--- src/rtl/satq_pkg.sv ---
`timescale 1ns / 1ps
`default_nettype none
// ----------------------------------------------------------------------------
// satq_pkg
// Types and fixed constants shared by the sorted alarm timer queue.
// ----------------------------------------------------------------------------
package satq_pkg;

    localparam int ID_W          = 16;
    localparam int DELAY_W       = 16;
    localparam int STATUS_W      = 2;
    localparam int IN_TDATA_W    = 32;   // delay, id
    localparam int OUT_DATA_BITS = 34;   // status, id, delay
    localparam int OUT_TDATA_W   = 40;
    localparam int MAX_RESULTS   = 16;   // expired alarms sent per tick at most
    localparam int K_W           = 5;

    localparam logic CMD_TICK     = 1'b0;
    localparam logic CMD_SET      = 1'b1;
    localparam logic KIND_ACK     = 1'b0;
    localparam logic KIND_EXPIRED = 1'b1;

    typedef enum logic [1:0] {
        ST_INSERTED = 2'd0,
        ST_REPLACED = 2'd1,
        ST_FULL     = 2'd2
    } t_status;

    typedef enum logic {
        ALU_ADD = 1'b0,
        ALU_SUB = 1'b1
    } t_alu_op;

    typedef enum logic [3:0] {
        S_IDLE,
        S_SRCH_RD,
        S_SRCH_CMP,
        S_DEL_RD,
        S_DEL_WR,
        S_INS_RD,
        S_INS_CMP,
        S_SHUP_RD,
        S_SHUP_WR,
        S_ACK,
        S_TK_CHK,
        S_TK_PEEK,
        S_TK_EMIT
    } t_state;

endpackage
`default_nettype wire

--- src/rtl/sorted_alarm_timer_queue_unit.sv ---
`timescale 1ns / 1ps
`default_nettype none
// Sorted alarm timer queue. One transaction in flight; s_axis_tready is high only when idle.
// Set: an id search over the held alarms (with the removal shift on a replace), then, unless
//   the queue is full, a position search plus insert shift, then the ack.
// Tick: back to idle when nothing expires, else each expired alarm is emitted, then removed.
// All slot traffic goes through the single-port-pair slot memory and one shared adder.
// Synchronous active-low reset clears the alarm count, time and output valid.
// ----------------------------------------------------------------------------
// sorted_alarm_timer_queue_unit
// Alarms held in expiry order in a slot memory, walked by a small sequencer.
// ----------------------------------------------------------------------------
module sorted_alarm_timer_queue_unit #(
    parameter int TABLE_DEPTH = 16,
    parameter int TIME_WIDTH  = 32
) (
    input  wire                                i_clk,
    input  wire                                i_rst_n,
    input  wire                                s_axis_tvalid,
    output logic                               s_axis_tready,
    input  wire [satq_pkg::IN_TDATA_W-1:0]     s_axis_tdata,   // delay_seconds, message_id
    input  wire                                s_axis_tuser,   // cmd
    output logic                               m_axis_tvalid,
    input  wire                                m_axis_tready,
    output logic [satq_pkg::OUT_TDATA_W-1:0]   m_axis_tdata,   // status, out_id, out_delay
    output logic                               m_axis_tuser,   // kind
    output logic                               m_axis_tlast    // last
);
    import satq_pkg::*;

    localparam int AW = $clog2(TABLE_DEPTH);
    localparam int CW = $clog2(TABLE_DEPTH + 1);
    localparam int SW = TIME_WIDTH + ID_W + DELAY_W;

    t_state r_state, n_state;

    logic [CW-1:0]         r_count;
    logic [CW-1:0]         r_idx;
    logic [CW-1:0]         r_j;
    logic [TIME_WIDTH-1:0] r_now;
    logic [TIME_WIDTH-1:0] r_exp;
    logic [ID_W-1:0]       r_id;
    logic [DELAY_W-1:0]    r_delay;
    t_status               r_status;
    logic                  r_tick;
    logic                  r_last;
    logic [K_W-1:0]        r_k;

    logic                  r_out_valid;
    logic                  r_out_kind;
    t_status               r_out_status;
    logic [ID_W-1:0]       r_out_id;
    logic [DELAY_W-1:0]    r_out_delay;
    logic                  r_out_last;

    logic [SW-1:0]         rd_word;
    logic [TIME_WIDTH-1:0] rd_exp;
    logic [ID_W-1:0]       rd_id;
    logic [DELAY_W-1:0]    rd_delay;

    logic                  mem_we;
    logic [AW-1:0]         mem_waddr;
    logic [SW-1:0]         mem_wdata;
    logic [AW-1:0]         mem_raddr;

    t_alu_op               alu_op;
    logic [TIME_WIDTH-1:0] alu_a;
    logic [TIME_WIDTH-1:0] alu_b;
    logic [TIME_WIDTH-1:0] alu_y;
    logic                  alu_neg;

    logic                  in_acc;
    logic                  out_free;
    logic                  out_load;
    logic [CW-1:0]         idx_inc;
    logic                  del_done;
    logic                  peek_last;
    logic [DELAY_W-1:0]    in_delay;
    logic [ID_W-1:0]       in_id;

    assign in_delay = s_axis_tdata[DELAY_W-1:0];
    assign in_id    = s_axis_tdata[DELAY_W +: ID_W];
    assign in_acc   = s_axis_tvalid && s_axis_tready;
    assign out_free = !r_out_valid || m_axis_tready;
    assign idx_inc  = r_idx + CW'(1);
    assign del_done = (idx_inc >= r_count);

    assign rd_exp   = rd_word[TIME_WIDTH-1:0];
    assign rd_id    = rd_word[TIME_WIDTH +: ID_W];
    assign rd_delay = rd_word[TIME_WIDTH + ID_W +: DELAY_W];

    // this alarm is the last of the tick if the budget runs out, nothing follows,
    // or the next slot has not expired yet
    assign peek_last = (r_k == K_W'(MAX_RESULTS - 1)) || (r_count == CW'(1)) || alu_neg;

    satq_store #(
        .DEPTH (TABLE_DEPTH),
        .WIDTH (SW)
    ) u_store (
        .i_clk   (i_clk),
        .i_we    (mem_we),
        .i_waddr (mem_waddr),
        .i_wdata (mem_wdata),
        .i_raddr (mem_raddr),
        .o_rdata (rd_word)
    );

    satq_alu #(
        .WIDTH (TIME_WIDTH)
    ) u_alu (
        .i_op  (alu_op),
        .i_a   (alu_a),
        .i_b   (alu_b),
        .o_y   (alu_y),
        .o_neg (alu_neg)
    );

    // next state
    always_comb begin
        n_state = r_state;
        case (r_state)
            S_IDLE: begin
                if (in_acc) begin
                    n_state = (s_axis_tuser == CMD_SET) ? S_SRCH_RD : S_TK_CHK;
                end
            end
            S_SRCH_RD: begin
                if (r_idx == r_count) begin
                    n_state = (r_count == CW'(TABLE_DEPTH)) ? S_ACK : S_INS_RD;
                end else begin
                    n_state = S_SRCH_CMP;
                end
            end
            S_SRCH_CMP: begin
                n_state = (rd_id == r_id) ? S_DEL_RD : S_SRCH_RD;
            end
            S_DEL_RD: begin
                if (del_done) begin
                    if (!r_tick) begin
                        n_state = S_INS_RD;
                    end else begin
                        n_state = r_last ? S_IDLE : S_TK_CHK;
                    end
                end else begin
                    n_state = S_DEL_WR;
                end
            end
            S_DEL_WR:   n_state = S_DEL_RD;
            S_INS_RD:   n_state = (r_idx == r_count) ? S_SHUP_RD : S_INS_CMP;
            S_INS_CMP:  n_state = alu_neg ? S_INS_RD : S_SHUP_RD;
            S_SHUP_RD:  n_state = (r_j == r_idx) ? S_ACK : S_SHUP_WR;
            S_SHUP_WR:  n_state = S_SHUP_RD;
            S_ACK:      n_state = out_free ? S_IDLE : S_ACK;
            S_TK_CHK: begin
                n_state = ((r_count == '0) || alu_neg) ? S_IDLE : S_TK_PEEK;
            end
            S_TK_PEEK:  n_state = S_TK_EMIT;
            S_TK_EMIT:  n_state = out_free ? S_DEL_RD : S_TK_EMIT;
            default:    n_state = S_IDLE;
        endcase
    end

    // sequencer outputs: memory port, shared adder, output load
    always_comb begin
        mem_we    = 1'b0;
        mem_waddr = r_idx[AW-1:0];
        mem_wdata = rd_word;
        mem_raddr = '0;
        alu_op    = ALU_SUB;
        alu_a     = r_now;
        alu_b     = rd_exp;
        out_load  = 1'b0;
        case (r_state)
            S_IDLE: begin
                alu_op = ALU_ADD;
                alu_b  = (s_axis_tuser == CMD_SET) ? TIME_WIDTH'(in_delay)
                                                   : TIME_WIDTH'(1);
            end
            S_SRCH_RD: mem_raddr = r_idx[AW-1:0];
            S_DEL_RD:  mem_raddr = del_done ? '0 : idx_inc[AW-1:0];
            S_DEL_WR:  mem_we = 1'b1;
            S_INS_RD:  mem_raddr = r_idx[AW-1:0];
            S_INS_CMP: begin
                alu_a = rd_exp;
                alu_b = r_exp;
            end
            S_SHUP_RD: begin
                if (r_j == r_idx) begin
                    mem_we    = 1'b1;
                    mem_wdata = {r_delay, r_id, r_exp};
                end else begin
                    mem_raddr = r_j[AW-1:0] - AW'(1);
                end
            end
            S_SHUP_WR: begin
                mem_we    = 1'b1;
                mem_waddr = r_j[AW-1:0];
            end
            S_ACK:     out_load = out_free;
            S_TK_CHK:  mem_raddr = AW'(1);
            S_TK_EMIT: out_load = out_free;
            default: begin
            end
        endcase
    end

    always_ff @(posedge i_clk) begin
        if (!i_rst_n) begin
            r_state <= S_IDLE;
            r_count <= '0;
            r_now   <= '0;
        end else begin
            r_state <= n_state;
            case (r_state)
                S_IDLE: begin
                    if (in_acc) begin
                        r_idx    <= '0;
                        r_k      <= '0;
                        r_status <= ST_INSERTED;
                        r_last   <= 1'b0;
                        if (s_axis_tuser == CMD_SET) begin
                            r_tick  <= 1'b0;
                            r_exp   <= alu_y;
                            r_id    <= in_id;
                            r_delay <= in_delay;
                        end else begin
                            r_tick <= 1'b1;
                            r_now  <= alu_y;
                        end
                    end
                end
                S_SRCH_RD: begin
                    if (r_idx == r_count) begin
                        r_idx <= '0;
                        if (r_count == CW'(TABLE_DEPTH)) begin
                            r_status <= ST_FULL;
                        end
                    end
                end
                S_SRCH_CMP: begin
                    if (rd_id == r_id) begin
                        r_status <= ST_REPLACED;
                    end else begin
                        r_idx <= idx_inc;
                    end
                end
                S_DEL_RD: begin
                    if (del_done) begin
                        r_count <= r_count - CW'(1);
                        r_idx   <= '0;
                    end
                end
                S_DEL_WR:  r_idx <= idx_inc;
                S_INS_RD: begin
                    if (r_idx == r_count) begin
                        r_j <= r_count;
                    end
                end
                S_INS_CMP: begin
                    if (alu_neg) begin
                        r_idx <= idx_inc;
                    end else begin
                        r_j <= r_count;
                    end
                end
                S_SHUP_RD: begin
                    if (r_j == r_idx) begin
                        r_count <= r_count + CW'(1);
                    end
                end
                S_SHUP_WR: r_j <= r_j - CW'(1);
                S_TK_CHK: begin
                    r_id    <= rd_id;
                    r_delay <= rd_delay;
                end
                S_TK_PEEK: r_last <= peek_last;
                S_TK_EMIT: begin
                    if (out_free) begin
                        r_k   <= r_k + K_W'(1);
                        r_idx <= '0;
                    end
                end
                default: begin
                end
            endcase
        end
    end

    // output register
    always_ff @(posedge i_clk) begin
        if (!i_rst_n) begin
            r_out_valid <= 1'b0;
        end else if (out_load) begin
            r_out_valid <= 1'b1;
        end else if (m_axis_tready) begin
            r_out_valid <= 1'b0;
        end
    end

    always_ff @(posedge i_clk) begin
        if (out_load) begin
            r_out_id    <= r_id;
            r_out_delay <= r_delay;
            if (r_state == S_ACK) begin
                r_out_kind   <= KIND_ACK;
                r_out_status <= r_status;
                r_out_last   <= 1'b1;
            end else begin
                r_out_kind   <= KIND_EXPIRED;
                r_out_status <= ST_INSERTED;
                r_out_last   <= r_last;
            end
        end
    end

    assign s_axis_tready = (r_state == S_IDLE);
    assign m_axis_tvalid = r_out_valid;
    assign m_axis_tuser  = r_out_kind;
    assign m_axis_tlast  = r_out_last;
    assign m_axis_tdata  = {{(OUT_TDATA_W - OUT_DATA_BITS){1'b0}},
                            r_out_delay, r_out_id, r_out_status};

endmodule
`default_nettype wire

--- src/rtl/satq_alu.sv ---
`timescale 1ns / 1ps
`default_nettype none
// ----------------------------------------------------------------------------
// satq_alu
// Shared time adder/subtractor. o_neg is the top result bit; when subtracting, the sign of a - b, i.e. a before b.
// ----------------------------------------------------------------------------
module satq_alu #(
    parameter int WIDTH = 32
) (
    input  var satq_pkg::t_alu_op i_op,
    input  wire [WIDTH-1:0]       i_a,
    input  wire [WIDTH-1:0]       i_b,
    output logic [WIDTH-1:0]      o_y,
    output logic                  o_neg
);
    import satq_pkg::*;

    always_comb begin
        case (i_op)
            ALU_ADD: o_y = i_a + i_b;
            ALU_SUB: o_y = i_a - i_b;
            default: o_y = i_a + i_b;
        endcase
    end

    assign o_neg = o_y[WIDTH-1];

endmodule
`default_nettype wire

--- src/rtl/satq_store.sv ---
`timescale 1ns / 1ps
`default_nettype none
// ----------------------------------------------------------------------------
// satq_store
// Slot memory: one write port, one read port with registered read data.
// ----------------------------------------------------------------------------
module satq_store #(
    parameter int DEPTH = 16,
    parameter int WIDTH = 64
) (
    input  wire                      i_clk,
    input  wire                      i_we,
    input  wire [$clog2(DEPTH)-1:0]  i_waddr,
    input  wire [WIDTH-1:0]          i_wdata,
    input  wire [$clog2(DEPTH)-1:0]  i_raddr,
    output logic [WIDTH-1:0]         o_rdata
);
    import satq_pkg::*;

    logic [WIDTH-1:0] r_mem [DEPTH];

    always_ff @(posedge i_clk) begin
        if (i_we) begin
            r_mem[i_waddr] <= i_wdata;
        end
    end

    always_ff @(posedge i_clk) begin
        o_rdata <= r_mem[i_raddr];
    end

endmodule
`default_nettype wire

--- config.mk ---
export PLATFORM = sky130hd
export DESIGN_NAME = sorted_alarm_timer_queue_unit
export DESIGN_NICKNAME = d
export VERILOG_FILES = /design/src/rtl/satq_pkg.sv /design/src/rtl/sorted_alarm_timer_queue_unit.sv /design/src/rtl/satq_alu.sv /design/src/rtl/satq_store.sv
export SDC_FILE = /design/constraint.sdc
export NUM_CORES = 2
export LEC_CHECK = 0
export BUFFER_PORTS_ARGS = -buffer_cell sky130_fd_sc_hd__buf_2
export CAP_MARGIN = 10
export CORE_ASPECT_RATIO = 1.75
export CORE_MARGIN = 3
export CORE_UTILIZATION = 35
export DETAILED_ROUTE_END_ITERATION = 10
export PLACE_DENSITY = 0.6
export SLEW_MARGIN = 5
export SYNTH_ARGS = -nofsm -noshare
export SYNTH_HDL_FRONTEND = slang
export SYNTH_SLANG_ARGS = --single-unit
export TNS_END_PERCENT = 1
--- constraint.sdc ---
create_clock -name i_clk -period 13 [get_ports i_clk]
set_input_delay 1.3 -clock i_clk [delete_from_list [all_inputs] [get_ports i_clk]]
set_output_delay 1.3 -clock i_clk [all_outputs]
set_load 0.01 [all_outputs]
* Word-level counts from Yosys, hierarchy flattened
Memories as Yosys holds them, arrays and structs flattened. A register that Yosys moved wholly into a read port is not among the register bits.
Cells that the tools add are included.
** Storage, ports and cells
- Flip-flop bits (word level) :: 161
- Bits in writable memories :: 1024
- Bits of input ports :: 37
- Output and inout bits :: 44
- Logic and storage cells :: 151
- Memories kept :: 1
** Memories
- u_store.r_mem :: depth 16, width 64, read ports 1, clocked after memory_dff 1, write ports 1, line satq_store.sv:20 : logic [WIDTH-1:0] r_mem [DEPTH];
** Operators by class
- Add/sub/neg operators :: 8
- $lt $le $gt $ge :: 1
- Equality and inequality tests :: 30
- Muxes and demuxes :: 63
- Bitwise operators :: 1
- Reduce and logical (&&, ||, !) cells :: 29
** Operator list (count)
- 2-to-1 mux 64 bit :: 2
- one-hot mux 32 bit (2 select lines) :: 2
- 2-to-1 mux 16 bit :: 5
- one-hot mux 16 bit (2 select lines) :: 2
- 2-to-1 mux 5 bit :: 11
- 2-to-1 mux 4 bit :: 13
- one-hot mux 4 bit (13 select lines) :: 1
- one-hot mux 5 bit (7 select lines) :: 1
- adder 32 bit :: 1
- 2-to-1 mux 32 bit :: 1
- subtractor 32 bit :: 1
- equality test 4 bit (second input constant) :: 5
- != test 2 bit (second input constant) :: 10
- one-hot mux 5 bit (2 select lines) :: 2
- equality test 16 bit :: 1
- equality test 4 x 3 -> 1 bit (second input constant) :: 4
- one-hot mux 4 bit (4 select lines) :: 1
- AND reduction 4 bit :: 4
- adder 5 x 1 -> 5 bit (second input constant) :: 3
- one-hot mux 5 bit (3 select lines) :: 1
- 2-to-1 mux 1 bit :: 12
- 2-to-1 mux 2 bit :: 6
- AND reduction 3 bit :: 4
- equality test 5 bit :: 2
- 23 further kinds :: 37

* Logic depth before layout (Yosys ltp)
- Depth in word-level cells :: 7
- Mapped depth :: 27
- Mapped depth without buffers :: 24

* By module
From an unflattened synthesis, not the netlist that was laid out.
** Unflattened totals
- Cells, all modules :: 2758
- Area total of the unflattened synthesis :: 50619.8 um2
** By module, submodules not included
- satq_store :: instances 1, cells each 1647, area each 39581.7 um2, sequential area each 32030.7 um2
- sorted_alarm_timer_queue_unit :: instances 1, cells each 754, area each 8632.0 um2, sequential area each 4414.2 um2
- satq_alu :: instances 1, cells each 357, area each 2406.1 um2, sequential area each 0.0 um2

* Worst setup path before layout
Ideal clock, no wire load.
- Kind :: in2reg
- Start point :: in s_axis_tuser
- End point :: reg r_j[0] (enable)
- Library setup time :: 0.351 ns
- Arrival :: 6.033 ns
- Required time :: 12.649 ns
- Slack :: 6.616 ns
- Stages :: 23
- Buffers on the path :: 2
- Cells stage by stage :: clkbuf_1 -> inv_1 -> nor2_2 -> buf_2 -> a22o_1 -> a21oi_1 -> ha_1 -> o21ai_0 -> nor3_1 -> nand3_1 -> or4_4 -> or3_1 -> a22oi_1 -> ha_1 -> and4_1 -> nand2_1 -> a2bb2oi_1 -> and3_1 -> nand3_1 -> a41oi_1 -> o31a_1 -> xor3_2 -> a21oi_1
** Between the ends
- Cells in the longest elaborated chain, start to end :: 6
- Elaborated cells between the ends (all ways) :: 7
- Those cells by class :: add/sub (2); eq/ne (1); mux (3); reduce/logical (1)
** Ends and longest elaborated chain
- start: declaration :: line sorted_alarm_timer_queue_unit.sv:22 : input wire s_axis_tuser,
- 2-to-1 mux 16 bit * :: line sorted_alarm_timer_queue_unit.sv:176 : alu_b = (s_axis_tuser == CMD_SET) ? TIME_WIDTH'(in_delay)
- one-hot mux 32 bit (2 select lines) * :: line sorted_alarm_timer_queue_unit.sv:173 : case (r_state)
- subtractor 32 bit or adder 32 bit (tied branches)
- one-hot mux 32 bit (2 select lines) * :: line satq_alu.sv:19 : case (i_op)
- named net alu_neg :: line sorted_alarm_timer_queue_unit.sv:70 : logic alu_neg;
- != test 2 bit (no source line) *
- AND reduction 4 bit (no source line) *
- end signal: assignment :: line sorted_alarm_timer_queue_unit.sv:256 : r_j <= r_count;
- end signal: assignment :: line sorted_alarm_timer_queue_unit.sv:263 : r_j <= r_count;
- end signal: assignment :: line sorted_alarm_timer_queue_unit.sv:271 : S_SHUP_WR: r_j <= r_j - CW'(1);
- end: declaration :: line sorted_alarm_timer_queue_unit.sv:39 : logic [CW-1:0] r_j;
The timed path passes the listed nets; every way through them passes the cells marked *.
A chain may end at the register's enable or synchronous reset.

* Worst setup path after layout
- Start point :: reg r_state[0]
- End point :: reg r_j[2] (enable)
** Between the ends
- Cells in the longest elaborated chain, start to end :: 6
- Elaborated cells between the ends (all ways) :: 14
- Those cells by class :: add/sub (2); eq/ne (5); mux (4); reduce/logical (3)
** Ends and longest elaborated chain
- start: declaration :: line sorted_alarm_timer_queue_unit.sv:35 : t_state r_state, n_state;
- start signal: assignment :: line sorted_alarm_timer_queue_unit.sv:213 : r_state <= n_state;
- equality test 4 x 3 -> 1 bit or logical NOT 4 bit (tied branches) :: line sorted_alarm_timer_queue_unit.sv:173
- one-hot mux 32 bit (2 select lines) or 2-to-1 mux 32 bit (tied branches) :: line sorted_alarm_timer_queue_unit.sv:173
- subtractor 32 bit or adder 32 bit (tied branches)
- one-hot mux 32 bit (2 select lines) * :: line satq_alu.sv:19
- named net alu_neg :: line sorted_alarm_timer_queue_unit.sv:70
- != test 2 bit (no source line) *
- AND reduction 4 bit (no source line) *
Marks and branches as above.

==> summary.md <==
| Metric | Value |
|---|---|
| Outcome | `complete, no violations` |
| YS warnings | `0` |
| Clk pwr share | `~26%` |
| Fill count | `between 10000 and 15000` |
| Routed via count | `34500` |
| Core region area | `0.149 mm²` |
| Terminus of the critical flop-to-flop path | `r_j[2]$_DFFE_PP_` |
| Post-DR wirelength/cell | `23.2 µm` |
| GR Util met1 | `23.5%` |
| CTS tree | `yes` |
| Layout cells sized above 1 | `about a tenth` |
| Most common cell in the synthesized netlist | `nand2_1` |
| Slew Viols, Final | `0` |
| Setup TNS Final | `0 ps` |
| NetSw | `0.00454 W` |
| Placed Cells | `approximately 6100` |
| First-pass GRT wire length | `~220 mm` |
| Tmin final | `7780 ps` |
| Crit path DAT | `roughly 8000 ps` |
| Int Pwr | `about 0.0085 W` |
| CTS sink count | `1249` |
| Routability congestion estimate | `0.904` |
| Die X | `between 200 and 300 µm` |
| P per Cell Area | `roughly 220 mW/mm²` |
| Hold Vio Cnt, Final | `0` |
| Busiest grt layer | `met2` |
| Slew @ Worst Pin | `1230 ps` |
| Die Span Y | `519 µm` |
| GR Util met2 | `31.3%` |
| Drc violations | `0` |
| VDD IR max | `0.000147 V` |
| Post-synth ARST share | `0%` |
| Standard-cell rows | `187` |
| Worst-path fanout max | `22` |
| Antenna violations before repair | `4` |
| Antenna violation net count after detailed routing | `0` |
| Cells after synthesis | `around 4200` |
| Total gr overflow | `0` |
| Sw Ratio | `a little over a third` |
| Initial Util | `a little over a third` |
| #FFs+latches synth | `between 1000 and 1500` |
| Commonest cells in the netlist | `nand2_1, edfxtp_1, clkbuf_1` |
| Crit start category | `register` |
| Seq/Total Area, Yosys | `a little over two thirds` |
| Maxcap violations | `0` |
| CP Capture Type | `register` |
| Worst r2r path cells | `22` |
| Setup WS pre-CTS | `approximately 5300 ps` |
| Net count, final | `roughly 4300` |
| Non-Filler Instances | `6311` |
| CTS clk-pin slew, worst paths | `70 ps` |
| CTS-repair resized insts | `0` |
| Vias/cell | `5.46` |
| Ports | `81` |
| Average size of a mapped cell | `approximately 12 µm²` |
| Final worst-path cycle share | `between 50% and 60%` |
| Setup WS post-layout | `5220 ps` |
| Drt first-iter violations | `roughly 3000` |
| CTS Buf Count | `112` |
| Share of Yosys cell area claimed by the top area cell type | `65.3%` |
| Area of the multi-input gates | `approximately 0.015 mm²` |
| WL final | `about 150 mm` |
| DP HPWL | `just under 80 mm` |
| Final setup violation count | `0` |
| CP Data Required Time | `roughly 13000 ps` |
| Vias in the first global route | `between 30000 and 40000` |
| Total GRT Usage | `~18%` |
| Leading post-synthesis cells by cell area | `edfxtp_1, nand2_1, dfxtp_1, and3_1, a311oi_1` |
| Final Util | `around two fifths` |
| Yosys top cell by area | `edfxtp_1` |
| Area growth syn-to-layout | `11.9%` |
| Netlist cell types | `~80` |
| Comb pwr share | `about 31%` |
| Met3 Use GR | `~2.4%` |
| Hold Buf Count CTS | `0` |
| Reg2reg setup slack | `~5200 ps` |
| Hold/Removal Path Class | `register to register` |
| Pre-Repair DR Iteration Count | `5` |
| Fmax | `between 100 and 150 MHz` |
| Hold EP | `r_now[0]$_SDFFE_PN0P_` |
| RSZ-0062 raised after global routing | `false` |
| Buffers on Ports | `74` |
| Largest net degree at the start of global routing | `189` |
| Number of flops mapped to enable cells by yosys | `approximately 1100` |
| Hold Path Depth | `2` |
| Clk_lat worst skew | `about 740 ps` |
| Clk_skew | `roughly 43 ps` |
| Slew HR | `17.2%` |
| Maximum clock insertion buffer count | `3` |
| Die area | `0.155 mm²` |
| Most used DFF post-synth | `edfxtp_1` |
| Clock root cell | `clkbuf_16` |
| Synth Cell Area | `about 0.053 mm²` |
| Worst Path Class, Setup | `register to register` |
| H-tree depth reported by CTS | `3` |
| Hold_sp | `r_now[0]$_SDFFE_PN0P_` |
| Register area | `0.0364 mm²` |
| Leakage | `approximately 20 nW` |
| Worst R2R Start | `r_state[0]$_SDFFE_PN0N_` |
| Flop pwr share | `a little over two fifths` |
| Setup Fix Bufs, Post-CTS | `0` |
[routing by layer]
| layer | share of wire (%) | wire length, µm |
|---|---|---|
| met1 | 41 | 59700 |
| met4 | 3.7 | 5480 |
| met3 | 6.1 | 8970 |
| met2 | 49 | 72000 |
| met5 | 0.013 | 19 |
[metrics by stage]
step / total power [W] / instance area (µm²) / hold slack, ps
finish: 0.0130 / 58800 / 459
global route: 0.0136 / 58800 / 477
CTS: 0.0131 / 58800 / 456
detailed placement: 0.00974 / 55100 / 447
global placement: 0.00970 / 55100 / 442
floorplan: 0.00842 / 52600 / 420
[sequential cells by signal (all words and copies together) (netlist names)]
register         count
r_j                  5
r_status             2
m_axis_tvalid        1
r_now               32
r_last               1
r_out_delay         16
m_axis_tuser         1
r_delay             16
r_exp               32
r_id                16
m_axis_tlast         1
r_k                  5
u_store.o_rdata     64
r_out_id            16
r_tick               1
u_store.r_mem     1024
r_idx                5
r_out_status         2
r_state              4
r_count              5
[layout by cell type (no fill, tap or decap), types with 89 or more instances in the layout]
master / instances
a21oi_1: 152
mux2_2: 89
nand2_1: 1228
a311oi_1: 130
a31oi_1: 140
clkbuf_16: 113
edfxtp_1: 1143
nand3_1: 149
and3_1: 203
dfxtp_1: 106
[power by group through the flow]
stage	clock (W)	combinational (W)	sequential [W]
final	0.00331	0.00401	0.00567
after global routing	0.00352	0.00442	0.00569
after CTS	0.00338	0.00402	0.00567
after detailed placement	0	0.00399	0.00575
after global placement	0	0.00395	0.00575
after floorplan	0	0.00287	0.00555
[worst max path at each step]
stage / startpoint / slack [ps] / depth (start not counted) / endpoint
6_report: r_state[0]$_SDFFE_PN0N_ / 5220 / 22 / r_j[2]$_DFFE_PP_
5_1_grt: r_state[0]$_SDFFE_PN0N_ / 4750 / 22 / r_j[1]$_DFFE_PP_
4_1_cts: r_state[0]$_SDFFE_PN0N_ / 5260 / 22 / r_j[2]$_DFFE_PP_
3_5_place_dp: r_state[0]$_SDFFE_PN0N_ / 5330 / 22 / r_j[1]$_DFFE_PP_
3_3_place_gp: r_state[0]$_SDFFE_PN0N_ / 5360 / 22 / r_j[1]$_DFFE_PP_
2_1_floorplan: s_axis_tuser / 6620 / 23 / r_j[0]$_DFFE_PP_
[worst max-delay path, cell delays in order, from the launching register on]
cell and delay (ps):
dfxtp_1 550, or4_4 830, clkinv_2 310, nor2_2 170, a221o_1 390, inv_1 80
ha_1 160, o21ai_0 90, nor3_1 260, nand3_1 250, or4_4 540, o21ai_0 300
a22oi_1 170, ha_1 420, and4_1 230, nand2_1 130, a2bb2oi_1 280, and3_1 200
nand3_1 140, a41oi_1 590, o31a_1 230, xor3_2 560, a21oi_1 470
[layout make-up]
| cell class | count | share of cell area, % |
|---|---|---|
| diodes | 2 | 0.00851 |
| clock buffers | 149 | 5.19 |
| clock inverters | 61 | 1.09 |
| inverters | 31 | 0.200 |
| multi-input cells | 2688 | 25.6 |
| flip-flops and latches | 1249 | 62.0 |
| well taps | 1984 | 4.22 |
| repair buffers | 147 | 1.67 |
[cells by family (layout without fill, tap and decap cells)]
kind of cell / Yosys count / count (layout) / synth area share (%)
compound gates: 681 / 681 / 9.00
xor+xnor: 91 / 91 / 1.55
fa+ha+maj: 47 / 47 / 1.13
buf+inv: 317 / 388 / 2.47
flops: 1249 / 1249 / 69.4
mux: 90 / 90 / 1.93
other cells: 1 / 8 / 0.00714
simple gates: 1773 / 1773 / 14.5
(Power assumes the default switching activity.)
